### config.mk
export PLATFORM = sky130hd
export DESIGN_NAME = swstat_ctrl
export DESIGN_NICKNAME = d
export VERILOG_FILES = /design/src/swstat_pkg.sv /design/src/swstat_ctrl.sv
export SDC_FILE = /design/constraint.sdc
export NUM_CORES = 1
export LEC_CHECK = 0
export BUFFER_PORTS_ARGS = -buffer_cell sky130_fd_sc_hd__buf_2
export CAP_MARGIN = 5
export CORE_AREA = 4 4 41 43
export CTS_CLUSTER_SIZE = 16
export DETAILED_ROUTE_END_ITERATION = 10
export DIE_AREA = 0 0 45 47
export GPL_TIMING_DRIVEN = 0
export PLACE_DENSITY_LB_ADDON = 0.2
export REMOVE_ABC_BUFFERS = 1
export SYNTH_ARGS = -nofsm -noshare
export SYNTH_HDL_FRONTEND = slang
export SYNTH_SLANG_ARGS = --single-unit
### constraint.sdc
create_clock -name clk -period 1.4 [get_ports clk]
set_input_delay 0.07 -clock clk [delete_from_list [all_inputs] [get_ports clk]]
set_output_delay 0.07 -clock clk [all_outputs]
set_load 0.005 [all_outputs]
### src/swstat_pkg.sv
// shared constants and types for the sliding window statistics block
package swstat_pkg;

    localparam int MAX_WINDOW  = 64;
    localparam int SAMPLE_BITS = 16;
    localparam int IDX_W       = 6;
    localparam int CNT_W       = 7;
    localparam int SUM_W       = 22;
    localparam int SQ_W        = 38;
    localparam int SSQ_W       = 32;
    localparam int PRODA_W     = 45;
    localparam int PRODB_W     = 44;
    localparam int NUM_W       = 43;
    localparam int MEAN_W      = 24;
    localparam int VAR_W       = 40;
    localparam int MED_W       = 17;
    localparam int MDVD_W      = 30;
    localparam int DIVD_W      = 51;
    localparam int DIVS_W      = 12;
    localparam int DCNT_W      = 6;
    localparam int ADDR_W      = 3;
    localparam int DATA_W      = 32;

    localparam logic [CNT_W-1:0]  DEFAULT_WINDOW = 7'd50;
    localparam logic [CNT_W-1:0]  MAX_LEN        = 7'd64;
    localparam logic [DCNT_W-1:0] MEAN_STEPS     = 6'd30;
    localparam logic [DCNT_W-1:0] VAR_STEPS      = 6'd51;

    localparam logic FUNC_ADD   = 1'b0;
    localparam logic FUNC_CLEAR = 1'b1;

    localparam logic REG_WINDOW_SIZE = 1'b0;

    typedef struct packed {
        logic take;
        logic ring_step;
        logic update;
        logic mul;
        logic div_mean;
        logic div_var;
        logic load_mean;
        logic load_var;
        logic out_load;
    } dp_cmd_t;

    typedef struct packed {
        logic func_clear;
        logic div_busy;
        logic sort_busy;
        logic out_free;
    } dp_sts_t;

endpackage

### src/swstat_ctrl.sv
// controller: sequences ring update, products, divisions and result transfer
module swstat_ctrl (
    input  logic                clk,
    input  logic                rst_n,
    input  logic                in_valid,
    output logic                in_ready,
    input  swstat_pkg::dp_sts_t sts,
    output swstat_pkg::dp_cmd_t cmd
);

    localparam logic [3:0] S_IDLE   = 4'd0;
    localparam logic [3:0] S_RING   = 4'd1;
    localparam logic [3:0] S_UPD    = 4'd2;
    localparam logic [3:0] S_MUL    = 4'd3;
    localparam logic [3:0] S_MEAN   = 4'd4;
    localparam logic [3:0] S_MEAN_W = 4'd5;
    localparam logic [3:0] S_VAR    = 4'd6;
    localparam logic [3:0] S_VAR_W  = 4'd7;
    localparam logic [3:0] S_DONE   = 4'd8;

    logic [3:0] state_reg;
    logic [3:0] state_next;

    always_ff @(posedge clk or negedge rst_n)
    begin
        if (!rst_n)
        begin
            state_reg <= S_IDLE;
        end
        else
        begin
            state_reg <= state_next;
        end
    end

    assign in_ready = (state_reg == S_IDLE);

    always_comb
    begin
        cmd        = '0;
        state_next = state_reg;
        case (state_reg)
            S_IDLE:
            begin
                if (in_valid)
                begin
                    cmd.take   = 1'b1;
                    state_next = sts.func_clear ? S_DONE : S_RING;
                end
            end
            S_RING:
            begin
                cmd.ring_step = 1'b1;
                state_next    = S_UPD;
            end
            S_UPD:
            begin
                cmd.update = 1'b1;
                state_next = S_MUL;
            end
            S_MUL:
            begin
                cmd.mul    = 1'b1;
                state_next = S_MEAN;
            end
            S_MEAN:
            begin
                cmd.div_mean = 1'b1;
                state_next   = S_MEAN_W;
            end
            S_MEAN_W:
            begin
                if (!sts.div_busy)
                begin
                    cmd.load_mean = 1'b1;
                    state_next    = S_VAR;
                end
            end
            S_VAR:
            begin
                cmd.div_var = 1'b1;
                state_next  = S_VAR_W;
            end
            S_VAR_W:
            begin
                if (!sts.div_busy)
                begin
                    cmd.load_var = 1'b1;
                    state_next   = S_DONE;
                end
            end
            S_DONE:
            begin
                if (!sts.sort_busy && sts.out_free)
                begin
                    cmd.out_load = 1'b1;
                    state_next   = S_IDLE;
                end
            end
            default:
            begin
                state_next = S_IDLE;
            end
        endcase
    end

endmodule
==> flow_summary.json <==
{
  "ant_nets": 0,
  "grt_pass1_wl_mm": 1.338,
  "final.min_clock_period_ns": 1.346,
  "cts_tree": "done",
  "slew_headroom": 0.7729,
  "hold_violations": 0,
  "cp.arrival_ns": 1.28,
  "period_share": 0.9612,
  "start_util": 0.2567,
  "clkTransAtPathRegs_ns": 0.04,
  "status": "completed",
  "max_stage_delay_ns": 0.48,
  "numPlacedInstances": 63,
  "pre_cts_slack_ns": 0.1818,
  "drc": 0,
  "core_mm2": 0.001301,
  "grt.total_usage": 0.09452,
  "timing.hold.ws_ns": 0.1417,
  "synth.avg_cell_area_um2": 9.280,
  "cp-end-kind": "output pin",
  "start_kind": "flip-flop",
  "final-setup-viol-count": 0,
  "firstDrtPassIters": 1,
  "setup_slack_ns": 0.05425,
  "cap_violations": 0,
  "cts_made_buffers": 3,
  "viasPerCell": 4.716,
  "root_buffer": "clkbuf_4",
  "die_w_um": 45,
  "drive_above_1_share": 0.5932,
  "grt_overflow_total": 0,
  "crit_type": "flip-flop to output pin",
  "final_cells": 74,
  "wl_um": 855,
  "seq_area_frac_synth": 0.2996,
  "finalCoreUtilization": 0.3798,
  "rows": 13,
  "final_common_cell": "buf_2",
  "syn-cell-area_um2": 334.1,
  "io_pins": 17,
  "die_y_um": 47,
  "cts.sinks": 4,
  "initialDrtViolationCount": 0,
  "tightestPinTransition_ns": 0.3375,
  "clock_path_buffers": 2,
  "grt_pass1_vias": 308,
  "numPortBuffers": 16,
  "synthDistinctLibCells": 21,
  "clk_latency_ns": 0.24,
  "rsz0062_at_grt": "yes",
  "required_ns": 1.33,
  "nets": 68,
  "ys_warn_count": 0,
  "vias": 349,
  "clock.fmax_ghz": 0.7431,
  "drv_slew": 0,
  "area_delta_synth_final_pct": 47.94,
  "grt_max_degree": 12,
  "p_leak_nw": 0.2373,
  "cpMaxStageDelayCell": "dfrtp_2",
  "hold_class": "input pin to flip-flop",
  "cp_cell_sequence": "nor4_4, and2_1, buf_2",
  "cts-htree-levels": 1,
  "post_drt_wl_per_cell_um": 11.55,
  "total_power_mw": 1.088,
  "synthCells": 36,
  "dpl.hpwl_um": 551.2,
  "gp_congestion": 0.6579,
  "path_max_fanout": 8,
  "die_area_mm2": 0.002115,
  "final_cell_mix": "16 x buf_2, 7 x nor3_1, 6 x buf_4",
  "irDropWorstVdd_v": 0.0006577,
  "p_per_area_mw_per_mm2": 2201,
  "antenna_found_initial": 0,
  "n_antenna_cell": 0,
  "largest_reg_flops": 4,
  "finClkSkew_ns": 0.003437,
  "synth-seq-cells": 4
}
[per-stage QoR]
step / cell area (um2) / TNS (ns)
after floorplan: 299.0 / 0
after global placement: 397.9 / 0
after detailed placement: 397.9 / 0
after CTS: 432.9 / 0
after global routing: 494.2 / -0.09167
final: 494.2 / 0
[cells in the mapped netlist (all sizes together)]
cell type / number / area (um2)
nor4: 2 / 18.77
buf: 4 / 35.03
nand3: 1 / 5.000
and2: 1 / 6.260
nand2b: 4 / 25.02
nand2: 1 / 3.750
a21oi: 2 / 13.76
nor2: 2 / 7.510
nor3: 8 / 51.30
a21boi: 1 / 11.26
dfrtp: 4 / 100.1
xnor2: 1 / 8.760
o21bai: 1 / 7.510
a211oi: 1 / 7.510
o31ai: 1 / 12.51
and4b: 2 / 20.02
[critical path, delay by kind of cell (launching register included)]
kind,cells,cell delay [ns]
flops,1,0.48
simple gates,2,0.46
buf+inv,1,0.10
[per-layer routing]
layer | vias to the layer above | routed length [um] | global-route usage | part of all wire
li1 | 177 | - | - | -
met1 | 156 | 369 | 0.1270 | 0.43
met2 | 12 | 397 | 0.1102 | 0.46
met3 | 4 | 46 | 0.01533 | 0.054
met4 | 0 | 42 | 0.1228 | 0.049
met5 | - | 0 | 0 | 0
[cells by family after synthesis]
group,synth area share
flops,0.2996
xor+xnor,0.02622
compound gates,0.1573
simple gates,0.4120
buf+inv,0.1049
[power by group]
group          internal (mW)  switching [mW]
sequential             0.189           0.182
clock                 0.0960          0.0485
combinational          0.329           0.244
total                  0.613           0.474
[worst paths after layout]
| path | startpoint | endpoint | slack [ns] | depth (start not counted) |
|---|---|---|---|---|
| max in group asynchronous | rst_n | state_reg[0] | 1.10 | 2 |
| min in group asynchronous | rst_n | state_reg[1] | 0.17 | 2 |
| worst min-delay path | sts[3] | state_reg[0] | 0.14 | 3 |
| worst min register to register | state_reg[3] | state_reg[1] | 0.59 | 1 |
| worst max register to register | state_reg[2] | state_reg[3] | 0.13 | 5 |
| worst max-delay path | state_reg[2] | cmd[8] | 0.05 | 3 |
[timing repair]
item,in CTS,in global routing
cloned,0,0
hold buffers,1,0
setup endpoints to repair,2,5
hold endpoints to repair,4,0
setup buffers,0,7
gates resized for setup,2,3
pin swaps,0,4
[layout make-up]
cell class | instances | area [um2]
clock buffers | 3 | 22.52
repair buffers | 24 | 140.1
multi-input cells | 28 | 207.7
fillers | 150 | 807.0
well taps | 15 | 18.77
flip-flops and latches | 4 | 105.1
Note: power is estimated with default switching activity, not from simulation.
